$ cat config.mk
export PLATFORM = sky130hd
export DESIGN_NAME = indexed_sequence_list
export DESIGN_NICKNAME = d
export VERILOG_FILES = /design/src/isl_pkg.sv /design/src/isl_cell.sv /design/src/indexed_sequence_list.sv
export SDC_FILE = /design/constraint.sdc
export NUM_CORES = 2
export LEC_CHECK = 0
export BUFFER_PORTS_ARGS = -buffer_cell sky130_fd_sc_hd__buf_4
export CORE_UTILIZATION = 45
export DETAILED_ROUTE_END_ITERATION = 7
export GPL_TIMING_DRIVEN = 0
export REMOVE_ABC_BUFFERS = 1
export SYNTH_ARGS = -nofsm -noshare
export SYNTH_HDL_FRONTEND = slang
export SYNTH_SLANG_ARGS = --single-unit
$ cat constraint.sdc
create_clock -name clk -period 10.5 [get_ports clk]
set_input_delay 0 -clock clk [delete_from_list [all_inputs] [get_ports clk]]
set_output_delay 0 -clock clk [all_outputs]
set_load 0.005 [all_outputs]
$ cat src/isl_pkg.sv
// ----------------------------------------------------------------------------
// isl_pkg: shared types and codes for the indexed sequence list
// Holds the command and result payloads, command and status codes, the per-cell
// operation type, the control word broadcast to the cells and the sequencer states.
// ----------------------------------------------------------------------------
`default_nettype none

package isl_pkg;

  // Width of count and position fields in the cell control word. It is wide
  // enough for the largest supported list depth (64 entries).
  localparam int CNT_W = 7;

  // Command codes.
  localparam logic [3:0] CMD_APPEND    = 4'd0;
  localparam logic [3:0] CMD_INS_FRONT = 4'd1;
  localparam logic [3:0] CMD_INS_BACK  = 4'd2;
  localparam logic [3:0] CMD_INS_POS   = 4'd3;
  localparam logic [3:0] CMD_DEL_FRONT = 4'd4;
  localparam logic [3:0] CMD_DEL_BACK  = 4'd5;
  localparam logic [3:0] CMD_DEL_POS   = 4'd6;
  localparam logic [3:0] CMD_READ_LAST = 4'd7;
  localparam logic [3:0] CMD_DUMP      = 4'd8;

  // Status codes.
  localparam logic [1:0] ST_OK    = 2'd0;
  localparam logic [1:0] ST_EMPTY = 2'd1;
  localparam logic [1:0] ST_RANGE = 2'd2;
  localparam logic [1:0] ST_FULL  = 2'd3;

  // Command payload.
  typedef struct packed {
    logic [3:0]         command;
    logic signed [31:0] value;
    logic [5:0]         position;
  } in_item_t;

  // Result payload.
  typedef struct packed {
    logic signed [31:0] result_value;
    logic [1:0]         status;
    logic               last_of_run;
  } out_item_t;

  // What every cell does in a given cycle.
  typedef enum logic [1:0] {
    OP_HOLD,
    OP_INSERT,
    OP_DELETE,
    OP_ROTATE
  } cell_op_t;

  // Control word broadcast along the chain.
  typedef struct packed {
    cell_op_t         op;
    logic [CNT_W-1:0] pos;
    logic [CNT_W-1:0] cnt;
  } cell_ctl_t;

  // Sequencer states.
  typedef enum logic [1:0] {
    S_IDLE,
    S_OP,
    S_WALK
  } state_t;

endpackage

`default_nettype wire

$ cat src/isl_cell.sv
// ----------------------------------------------------------------------------
// isl_cell: one entry of the list chain
// Holds a single value and, from the broadcast control word and its own
// index, takes the new value, a neighbour's value or the front value.
// ----------------------------------------------------------------------------
`default_nettype none

module isl_cell #(
  parameter int IDX = 0
) (
  input  wire                       clk,
  input  wire isl_pkg::cell_ctl_t   ctl,
  input  wire logic signed [31:0]   new_value,
  input  wire logic signed [31:0]   left_value,
  input  wire logic signed [31:0]   right_value,
  input  wire logic signed [31:0]   front_value,
  output logic signed [31:0]        value_out
);
  import isl_pkg::*;

  localparam logic [CNT_W-1:0] IDX_C = CNT_W'(IDX);

  logic signed [31:0] value_r;
  logic signed [31:0] value_nxt;
  logic [CNT_W-1:0]   idx_plus1;

  assign idx_plus1 = IDX_C + CNT_W'(1);

  // Select the next value of this entry.
  always_comb begin
    value_nxt = value_r;
    case (ctl.op)
      OP_INSERT: begin
        if (IDX_C == ctl.pos) begin
          value_nxt = new_value;
        end else if (IDX_C > ctl.pos) begin
          value_nxt = left_value;
        end
      end
      OP_DELETE: begin
        if (IDX_C >= ctl.pos) begin
          value_nxt = right_value;
        end
      end
      OP_ROTATE: begin
        // The last valid entry takes the front value, the entries before it move forward.
        if (idx_plus1 == ctl.cnt) begin
          value_nxt = front_value;
        end else if (idx_plus1 < ctl.cnt) begin
          value_nxt = right_value;
        end
      end
      default: begin
        value_nxt = value_r;
      end
    endcase
  end

  // Entry storage; payload only, so no reset.
  always_ff @(posedge clk) begin
    value_r <= value_nxt;
  end

  assign value_out = value_r;

endmodule

`default_nettype wire

$ cat src/indexed_sequence_list.sv
// ----------------------------------------------------------------------------
// indexed_sequence_list: ordered list of signed 32-bit values
// A chain of cells that shift left or right to insert or delete at any
// position, and rotate through the front to read the list in order.
// ----------------------------------------------------------------------------
//
//   Channel   Ports                     Handshake
//   --------  ------------------------  ------------------------------------
//   command   start, busy, in_item      transfer when start high, busy low
//   result    out_strobe, out_result    one cycle per result, no back-pressure
//
// Insert, delete and every command that fails take 2 cycles: the cycle of
// the transfer plus one cycle in which the whole chain shifts at once.
// Read-last and dump of a non-empty list take 2 + count cycles: the chain is
// rotated once through the front cell, count steps, which also restores it.
// The result register is loaded at the end of the work cycle, so its strobe
// overlaps the first idle cycle. Synchronous active-low reset empties the
// list; entry contents are not cleared. The receiver cannot stall.
// ----------------------------------------------------------------------------
`default_nettype none

module indexed_sequence_list #(
  parameter int DEPTH = 32
) (
  input  wire                   clk,
  input  wire                   rst_n,
  input  wire                   start,
  output logic                  busy,
  input  wire isl_pkg::in_item_t in_item,
  output logic                  out_strobe,
  output isl_pkg::out_item_t    out_result
);
  import isl_pkg::*;

  localparam int               CW      = $clog2(DEPTH + 1);
  localparam logic [CNT_W-1:0] DEPTH_C = CNT_W'(DEPTH);

  state_t             state_r;
  state_t             state_nxt;
  in_item_t           cmd_r;
  in_item_t           cmd_nxt;
  logic [CW-1:0]      count_r;
  logic [CW-1:0]      count_nxt;
  logic [CW-1:0]      walk_r;
  logic [CW-1:0]      walk_nxt;
  logic               strobe_r;
  logic               strobe_nxt;
  out_item_t          out_r;
  out_item_t          out_nxt;
  cell_ctl_t          ctl;
  logic [CNT_W-1:0]   cnt_ext;
  logic [CNT_W-1:0]   pos_ext;
  logic [CNT_W-1:0]   ins_pos;
  logic [CNT_W-1:0]   del_pos;
  logic               is_walk_cmd;
  logic               walk_last;
  logic signed [31:0] cell_val  [DEPTH];
  logic signed [31:0] left_val  [DEPTH];
  logic signed [31:0] right_val [DEPTH];

  assign cnt_ext     = CNT_W'(count_r);
  assign pos_ext     = CNT_W'(cmd_r.position);
  assign is_walk_cmd = (cmd_r.command == CMD_READ_LAST) || (cmd_r.command == CMD_DUMP);
  assign walk_last   = ((CNT_W'(walk_r) + CNT_W'(1)) == cnt_ext);

  // Position that the command works on.
  always_comb begin
    case (cmd_r.command)
      CMD_INS_FRONT: ins_pos = '0;
      CMD_INS_POS:   ins_pos = pos_ext;
      default:       ins_pos = cnt_ext;
    endcase
    case (cmd_r.command)
      CMD_DEL_FRONT: del_pos = '0;
      CMD_DEL_BACK:  del_pos = cnt_ext - CNT_W'(1);
      default:       del_pos = pos_ext;
    endcase
  end

  // Next-state logic.
  always_comb begin
    state_nxt = state_r;
    case (state_r)
      S_IDLE: begin
        if (start) begin
          state_nxt = S_OP;
        end
      end
      S_OP: begin
        if (is_walk_cmd && (count_r != '0)) begin
          state_nxt = S_WALK;
        end else begin
          state_nxt = S_IDLE;
        end
      end
      S_WALK: begin
        if (walk_last) begin
          state_nxt = S_IDLE;
        end
      end
      default: begin
        state_nxt = S_IDLE;
      end
    endcase
  end

  // Output logic: cell control, status and result words, counters.
  always_comb begin
    busy       = (state_r != S_IDLE);
    ctl.op     = OP_HOLD;
    ctl.pos    = '0;
    ctl.cnt    = cnt_ext;
    cmd_nxt    = cmd_r;
    count_nxt  = count_r;
    walk_nxt   = walk_r;
    strobe_nxt = 1'b0;
    out_nxt    = '0;
    case (state_r)
      S_IDLE: begin
        if (start) begin
          cmd_nxt = in_item;
        end
      end
      S_OP: begin
        strobe_nxt          = 1'b1;
        out_nxt.last_of_run = 1'b1;
        out_nxt.status      = ST_RANGE;
        case (cmd_r.command)
          CMD_APPEND, CMD_INS_FRONT, CMD_INS_BACK, CMD_INS_POS: begin
            if (ins_pos > cnt_ext) begin
              out_nxt.status = ST_RANGE;
            end else if (cnt_ext >= DEPTH_C) begin
              out_nxt.status = ST_FULL;
            end else begin
              out_nxt.status = ST_OK;
              ctl.op         = OP_INSERT;
              ctl.pos        = ins_pos;
              count_nxt      = count_r + CW'(1);
            end
          end
          CMD_DEL_FRONT, CMD_DEL_BACK, CMD_DEL_POS: begin
            if (count_r == '0) begin
              out_nxt.status = ST_EMPTY;
            end else if (del_pos >= cnt_ext) begin
              out_nxt.status = ST_RANGE;
            end else begin
              out_nxt.status = ST_OK;
              ctl.op         = OP_DELETE;
              ctl.pos        = del_pos;
              count_nxt      = count_r - CW'(1);
            end
          end
          CMD_READ_LAST, CMD_DUMP: begin
            if (count_r == '0) begin
              out_nxt.status = ST_EMPTY;
            end else begin
              // Results come from the rotation that follows.
              strobe_nxt = 1'b0;
              walk_nxt   = '0;
            end
          end
          default: begin
            out_nxt.status = ST_RANGE;
          end
        endcase
      end
      S_WALK: begin
        // Rotate once per cycle and read the entry leaving the front.
        ctl.op               = OP_ROTATE;
        strobe_nxt           = (cmd_r.command == CMD_DUMP) || walk_last;
        out_nxt.result_value = cell_val[0];
        out_nxt.status       = ST_OK;
        out_nxt.last_of_run  = walk_last;
        walk_nxt             = walk_r + CW'(1);
      end
      default: begin
        ctl.op = OP_HOLD;
      end
    endcase
  end

  // Control registers.
  always_ff @(posedge clk) begin
    if (!rst_n) begin
      state_r  <= S_IDLE;
      count_r  <= '0;
      strobe_r <= 1'b0;
    end else begin
      state_r  <= state_nxt;
      count_r  <= count_nxt;
      strobe_r <= strobe_nxt;
    end
  end

  // Payload registers.
  always_ff @(posedge clk) begin
    cmd_r  <= cmd_nxt;
    walk_r <= walk_nxt;
    out_r  <= out_nxt;
  end

  // Chain of cells, front at index zero.
  for (genvar g = 0; g < DEPTH; g++) begin : g_cell
    if (g == 0) begin : g_left_end
      assign left_val[g] = '0;
    end else begin : g_left
      assign left_val[g] = cell_val[g-1];
    end
    if (g == DEPTH - 1) begin : g_right_end
      assign right_val[g] = '0;
    end else begin : g_right
      assign right_val[g] = cell_val[g+1];
    end

    isl_cell #(
      .IDX (g)
    ) u_cell (
      .clk         (clk),
      .ctl         (ctl),
      .new_value   (cmd_r.value),
      .left_value  (left_val[g]),
      .right_value (right_val[g]),
      .front_value (cell_val[0]),
      .value_out   (cell_val[g])
    );
  end

  assign out_strobe = strobe_r;
  assign out_result = out_r;

endmodule

`default_nettype wire
==> Yosys cells after proc, flatten, opt, wreduce, memory -nomap -nowiden <==
Cells that the tools add are included.
{ "classes": {"magnitude_cmp": 99, "addsub": 5, "n_mux": 223, "n_reduce_logical": 51, "eq_ne": 182} }
{ "op_table": {"columns": ["operator", "n"], "rows": [
  ["$mux W32", 160],
  ["$pmux W32 S3", 32],
  ["$ne A3 B1 Y1 const B", 63],
  ["$reduce_and A4 Y1", 31],
  ["$eq A5 B7 Y1 const A", 16],
  ["$ge A5 B7 Y1 const A", 16],
  ["$gt A5 B7 Y1 const A", 16],
  ["$eq A5 B6 Y1 const A", 16],
  ["$lt A5 B6 Y1 const A", 16],
  ["$ne A2 B1 Y1 const B", 34],
  ["$eq A4 B7 Y1 const A", 8],
  ["$ge A4 B7 Y1 const A", 8],
  ["$gt A4 B7 Y1 const A", 8],
  ["$eq A4 B6 Y1 const A", 8],
  ["$lt A4 B6 Y1 const A", 8],
  ["$mux W6", 6],
  ["$pmux W6 S2", 3],
  ["$eq A3 B7 Y1 const A", 4],
  ["$ge A3 B7 Y1 const A", 4],
  ["$gt A3 B7 Y1 const A", 4],
  ["$eq A3 B6 Y1 const A", 4],
  ["$lt A3 B6 Y1 const A", 4],
  ["$mux W9", 2],
  ["$pmux W9 S2", 1],
  ["52 further kinds", 88]
]} }
{ "word_totals": {"elab_cells": 602, "input_bits": 45, "output_inout_bits": 37, "reg_bits": 1116} }

==> Longest topological paths before layout <==
{ "logic_depth": {"depth_word": 11, "ltp_mapped": 18, "mapped_depth_nobuf": 14} }

==> Modules after synthesis <==
A second synthesis with hierarchy kept.
{ "hier_totals": {"cells_unflattened": 7875, "hier_area_um2": 85041.6} }
{ "modules_own_cells": {"columns": ["module", "area_each_um2", "cells_each", "seq_area_each_um2", "instances"], "rows": [
  ["indexed_sequence_list", 4033.9, 356, 2322.2, 1],
  ["isl_cell (g_cell[2].u_cell)", 2934.1, 277, 960.9, 1],
  ["isl_cell (g_cell[7].u_cell)", 2930.3, 273, 960.9, 1],
  ["isl_cell (g_cell[23].u_cell)", 2807.7, 276, 960.9, 1],
  ["isl_cell (g_cell[24].u_cell)", 2806.4, 277, 960.9, 1],
  ["isl_cell (g_cell[27].u_cell)", 2796.4, 289, 960.9, 1],
  ["isl_cell (g_cell[29].u_cell)", 2791.4, 244, 960.9, 1],
  ["isl_cell (g_cell[12].u_cell)", 2787.7, 277, 960.9, 1],
  ["isl_cell (g_cell[5].u_cell)", 2780.2, 275, 960.9, 1],
  ["isl_cell (g_cell[0].u_cell)", 2767.7, 280, 960.9, 1],
  ["isl_cell (g_cell[3].u_cell)", 2750.1, 276, 960.9, 1],
  ["isl_cell (g_cell[19].u_cell)", 2745.1, 278, 960.9, 1],
  ["isl_cell (g_cell[14].u_cell)", 2740.1, 276, 960.9, 1],
  ["isl_cell (g_cell[9].u_cell)", 2733.9, 276, 960.9, 1],
  ["+19 rows", null, null, null, null]
]} }

==> Least setup slack after synthesis <==
No wires, ideal clock.
{ "synth_path": {"kind": "register to register", "from": "reg count_r[1]", "to": "reg g_cell[13].u_cell.value_r[0] (enable)", "required_time_ns": 10.030, "synth_period_minus_slack_ns": 6.753, "t_arrival_ns": 6.283, "path_stages_with_launch": 18, "path_slack_ns": 3.747, "setup_ns": 0.470, "n_path_buf": 3, "path_cell_list": "dfxtp_1 -> clkbuf_1 -> inv_1 -> ha_1 -> or3b_2 -> nand2_1 -> a31oi_1 -> ha_1 -> a21o_1 -> a21oi_1 -> o21a_1 -> nand4_1 -> and2_0 -> clkbuf_1 -> nor4_4 -> buf_4 -> nor2_1 -> a211oi_1"} }
{ "synth_between": {"elab_chain_cells": 10, "elab_cells_between_ends": 27, "cone_classes": "add/sub (1); order compare (6); eq/ne (8); mux (9); reduce/logical (3)"} }
{ "synth_rtl": {"columns": ["item", "line", "text"], "rows": [
  ["start, declared", "indexed_sequence_list.sv:42", "logic [CW-1:0] count_r;"],
  ["start signal, assigned", "indexed_sequence_list.sv:190", "count_r <= count_nxt;"],
  ["$sub A6 B1 Y7", "indexed_sequence_list.sv:75", "CMD_DEL_BACK: del_pos = cnt_ext - CNT_W'(1);"],
  ["$pmux W7 S2", "indexed_sequence_list.sv:73", "case (cmd_r.command)"],
  ["$ge A7 B6 Y1", "indexed_sequence_list.sv:144", "end else if (del_pos >= cnt_ext) begin"],
  ["$mux W9", "indexed_sequence_list.sv:144", null],
  ["$mux W9", "indexed_sequence_list.sv:142", "if (count_r == '0) begin"],
  ["$pmux W9 S2", "indexed_sequence_list.sv:128", "case (cmd_r.command)"],
  ["$mux W7 / $pmux W2 S2 (equally long branches)", "indexed_sequence_list.sv:118", "case (state_r)"],
  ["$gt A4 B7 Y1 (tied with other cells)", "isl_cell.sv:36", "end else if (IDX_C > ctl.pos) begin"],
  ["$ne A3 B1 Y1 (no source line) (tied with other cells)", null, null],
  ["$reduce_and A4 Y1 (no source line) *", null, null],
  ["end signal, assigned", "isl_cell.sv:61", "value_r <= value_nxt;"],
  ["end, declared", "isl_cell.sv:23", "logic signed [31:0] value_r;"]
]} }
Mark *: on every way between the ends. The rest lies on a longest branch, timed or not.
A chain may end at the register's enable or synchronous reset.

==> Worst setup path in the final report <==
{ "layout_path": {"from": "reg count_r[2]", "to": "reg g_cell[24].u_cell.value_r[1] (enable)"} }
{ "layout_between": {"elab_chain_cells": 10, "elab_cells_between_ends": 27, "cone_classes": "add/sub (1); order compare (6); eq/ne (8); mux (9); reduce/logical (3)"} }
{ "layout_rtl": {"columns": ["item", "line"], "rows": [
  ["$sub A6 B1 Y7", "indexed_sequence_list.sv:75"],
  ["$pmux W7 S2", "indexed_sequence_list.sv:73"],
  ["$ge A7 B6 Y1", "indexed_sequence_list.sv:144"],
  ["$mux W9", "indexed_sequence_list.sv:144"],
  ["$mux W9", "indexed_sequence_list.sv:142"],
  ["$pmux W9 S2", "indexed_sequence_list.sv:128"],
  ["$mux W7 / $pmux W2 S2 (equally long branches)", "indexed_sequence_list.sv:118"],
  ["$gt A5 B7 Y1 (tied with other cells)", "isl_cell.sv:36"],
  ["$ne A3 B1 Y1 (no source line) (tied with other cells)", null],
  ["$reduce_and A4 Y1 (no source line) *", null],
  ["end signal, assigned", "isl_cell.sv:61"],
  ["end, declared", "isl_cell.sv:23"]
]} }
Marks and branches as above.

==> impl_results.md <==
- Filler Cells Inserted: ~12,000
- Data required, critical path: around 11,000 ps
- Number of placement rows: about 130
- Critical Path Slowest Stage Cell: dfxtp_1
- Aggregate negative setup slack: 0 ps
- Result of the run: finished with violations
- Buffer type at the clock tree root: clkbuf_16
- Crit path kind: flop to flop
- Clock period minus final worst setup slack: ~7900 ps
- Smallest setup slack after layout: between 2000 and 3000 ps
- Wire length of the first global-routing pass: between 300,000 and 400,000 µm
- Layout net count: 5,333
- Maximum Capacitance Violations: 1
- Remaining global-route overflow: 0
- Post CTS Setup Buffer Count: 0
- Violations in the final reports: capacitance limit, slew limit
- Chip Height: 368 µm
- Number of port buffers: 81
- Number of top-level pins: 82
- Critical path cell sequence: clkinv_1 -> o21ai_0 -> ha_1 -> and3b_1 -> o21ai_0 -> a21o_1 -> nand3_1 -> a21oi_1 -> nand4_1 -> buf_8 -> a221oi_4 -> buf_8
- Count of final hold-check violations: 0
- Total half-perimeter wirelength after legalization and detailed placement: roughly 150,000 µm
- Detailed Route Iter0 Violations: around 6,700
- Yosys warning total: 0
- P per Cell Area: about 140 nW/µm²
- Max-slew headroom at the worst pin: -0.0188
- Horizontal die dimension: 368 µm
- CTS tree: built
- Clock buffer depth: 3
- Area of all sequential standard cells: around 33,000 µm²
- Post-Route WL: between 200,000 and 250,000 µm
- Worst min-delay path class: input port to flop
- Area of the multi-input gates: 25,500 µm²
- Mean Syn Cell Area: 11.2 µm²
- Nature of the critical path startpoint: flop
- GR Util All Layers: 0.321
- Post-synthesis cell area: 60,400 µm²
- Final Max Slew Viols: 33
- Critical path endpoint category: flop
- RSZ-0062 raised after global routing: no
- Main combinational cell family by area after synthesis: compound AO/OA/AOI/OAI gates
- Number of distinct standard cells referenced by the synthesized netlist: slightly below 80
- First-pass iteration count of the detailed router: 8
- Antenna violations before repair: 2
- Synth-to-Final Area Change: 16.8%
- Slew at the pin closest to its max-slew limit: 1530 ps
- Number of instances in the synthesized netlist: between 5,000 and 6,000
- Total core area: 133,000 µm²
- H-tree depth: 3
- Final critical-path share of the clock period: 0.751
- RD Place Congestion: roughly 0.92
- Main flop type after synthesis: edfxtp_1
- Maximum number of pins on one net before global-route repair: 84
- TritonCTS Buffers: roughly 120
- Remaining routing DRC violations: 0
- Post-synthesis simple-gate area fraction: 0.0818
- Final antenna-violating net count: 0
- Clock transition at path regs: 60 ps
- Proportion of register bits with asynchronous set or reset after synthesis: 0
- Clock Latency Late Sink: ~770 ps
- Highest fanout seen on the critical path: 28
- Effective utilization at floorplan: 0.453
- Clk_skew: 48.5 ps
- Number of setup violations in the final report: 0
- Die area: between 100,000 and 150,000 µm²
- Synthesized flop and latch total: 1,116
- Worst IR drop on VDD: around 0.15 mV
- Number of vias per cell after detailed routing: 7.10
- Buffering stage count on the worst path with inverters included: 3
- Portion of the post-synthesis area used by sequential elements: 0.548
- Max stage delay on crit path: 1200 ps
- Worst path top cell family by delay: compound AO/OA/AOI/OAI gates
- Total of hold buffers inserted after clock tree synthesis: 86
- CP arrival: 8320 ps
- Antenna cells: 0
- Total clock sinks: ~1,100
- Peak clock frequency supported by timing: roughly 0.13 GHz
- Worst-case setup slack after placement: between 2000 and 3000 ps
- Adder-Cell Fraction of Synth Area: 0.00435
- Number of global-route vias before repair: between 40,000 and 50,000
- Compound-cell area share of the yosys netlist: 0.249
- Parity-gate share of the synthesized area counting xor and xnor cells: 0.00234
- Mux cell area share after synthesis: 0.0696
- Via count: 50,733
- Standby leakage power: roughly 22 nW
- Number of synthesized flops with an enable pin: between 1,000 and 1,500
- PostCTS Resize Cnt: 0
- Ratio of cells with drive above 1 in the final layout: 0.120
- Routed wirelength normalized by instance count: 31.3 µm
metal layers:
layer,vias up,track usage,part of all wire
li1,21496,-,-
met1,25288,0.434,0.40
met2,3332,0.503,0.46
met3,617,0.0588,0.10
met4,0,0.140,0.046
met5,-,0,0
flip-flops by register name (all words and copies together) (netlist names):
name                     count
g_cell.u_cell.value_out   1024
out_result                  35
out_strobe                   1
cmd_r                       42
walk_r                       6
state_r                      2
count_r                      6
synthesized netlist by cell type, types with 14 or more instances:
library cell | number | area [µm²]
ha_1 | 21 | 263
clkbuf_1 | 529 | 1990
o211ai_1 | 577 | 4330
a22oi_1 | 928 | 6970
nor2_1 | 65 | 244
buf_2 | 51 | 255
a221o_1 | 33 | 330
o21ai_0 | 313 | 1570
and2_1 | 42 | 263
o21ai_1 | 179 | 896
nand3_1 | 552 | 2760
a221oi_1 | 17 | 149
nor2b_1 | 38 | 238
nor3_1 | 26 | 130
nand2_1 | 200 | 751
a21oi_1 | 28 | 140
dfxtp_1 | 44 | 881
buf_1 | 68 | 255
inv_1 | 14 | 52.6
edfxtp_1 | 1072 | 32200
mux2i_1 | 419 | 4190
final timing paths:
| path | cells after the start | endpoint | from | slack [ps] |
|---|---|---|---|---|
| max | 12 | g_cell[24].u_cell.value_out[1] | count_r[2] | 2610 |
| min reg2reg | 2 | state_r[0] | state_r[0] | 540 |
| min | 4 | out_strobe | rst_n | 100 |
| max reg2reg | 12 | g_cell[24].u_cell.value_out[1] | count_r[2] | 2610 |
worst min-delay path: cells and delay by family:
kind / cells / cell delay, ps
compound gates: 1 / 40
buf+inv: 2 / 690
simple gates: 1 / 60
logic make-up (layout without fill, tap and decap cells):
| group | after synthesis | in the layout |
|---|---|---|
| and+or+nand+nor | 990 | 990 |
| muxes | 420 | 420 |
| buffers and inverters | 685 | 669 |
| xor gates and xnor gates | 13 | 13 |
| DFF | 1116 | 1116 |
| AOI/OAI and AO/OA | 2144 | 2144 |
| adders and majority gates | 21 | 21 |
layout by cell type (no fill, tap or decap), types with 8 or more instances in the layout:
master	netlist	routed
clkbuf_8	0	18
o21ai_4	0	9
buf_12	0	52
ha_1	21	20
inv_1	14	14
buf_16	0	47
nor2_1	65	47
nor2_4	0	15
and2_1	42	39
o211ai_1	577	577
edfxtp_1	1072	1072
nand2_1	200	184
clkinv_1	1	20
nor2b_1	38	38
a22oi_1	928	928
dlygate4sd3_1	0	86
mux2i_1	419	419
nand3_1	552	542
clkbuf_16	0	121
a221oi_4	0	17
clkinv_2	0	11
nor3_2	4	14
nand2_2	0	16
a221o_1	33	33
buf_8	0	84
o21ai_1	179	170
nor3_1	26	14
o21ai_0	313	312
buf_6	9	53
a21oi_1	28	27
buf_4	12	102
a21o_1	8	8
clkbuf_1	529	48
nand4_1	10	10
and3_1	9	8
dfxtp_1	44	44
through the flow:
step | util | area, µm² | std cells | hold WS (ps) | power (mW)
2_1_floorplan | - | 57700 | 4720 | 98.9 | 5.25
3_3_place_gp | 0.454 | 60500 | 6569 | 178 | 5.44
3_5_place_dp | 0.493 | 65700 | 6821 | 179 | 5.45
4_1_cts | 0.528 | 70400 | 7136 | 61.0 | 9.63
5_1_grt | 0.529 | 70500 | 7141 | 122 | 9.82
6_report | 0.529 | 70500 | 7141 | 99.2 | 9.61
power breakdown:
group	total [mW]	internal, mW	switching [mW]
sequential	5.02	4.91	0.113
combinational	0.378	0.131	0.247
clock	4.21	2.33	1.88
cell type report:
cell class / instances / share of cell area
Clock buffer: 187 / 0.0490
Clock inverter: 42 / 0.00488
Tap cell: 1768 / 0.0314
Multi-Input combinational cell: 3588 / 0.362
Inverter: 16 / 0.000852
Timing Repair Buffer: 424 / 0.0825
Sequential cell: 1116 / 0.469
Power figures use the tool's default switching activity.
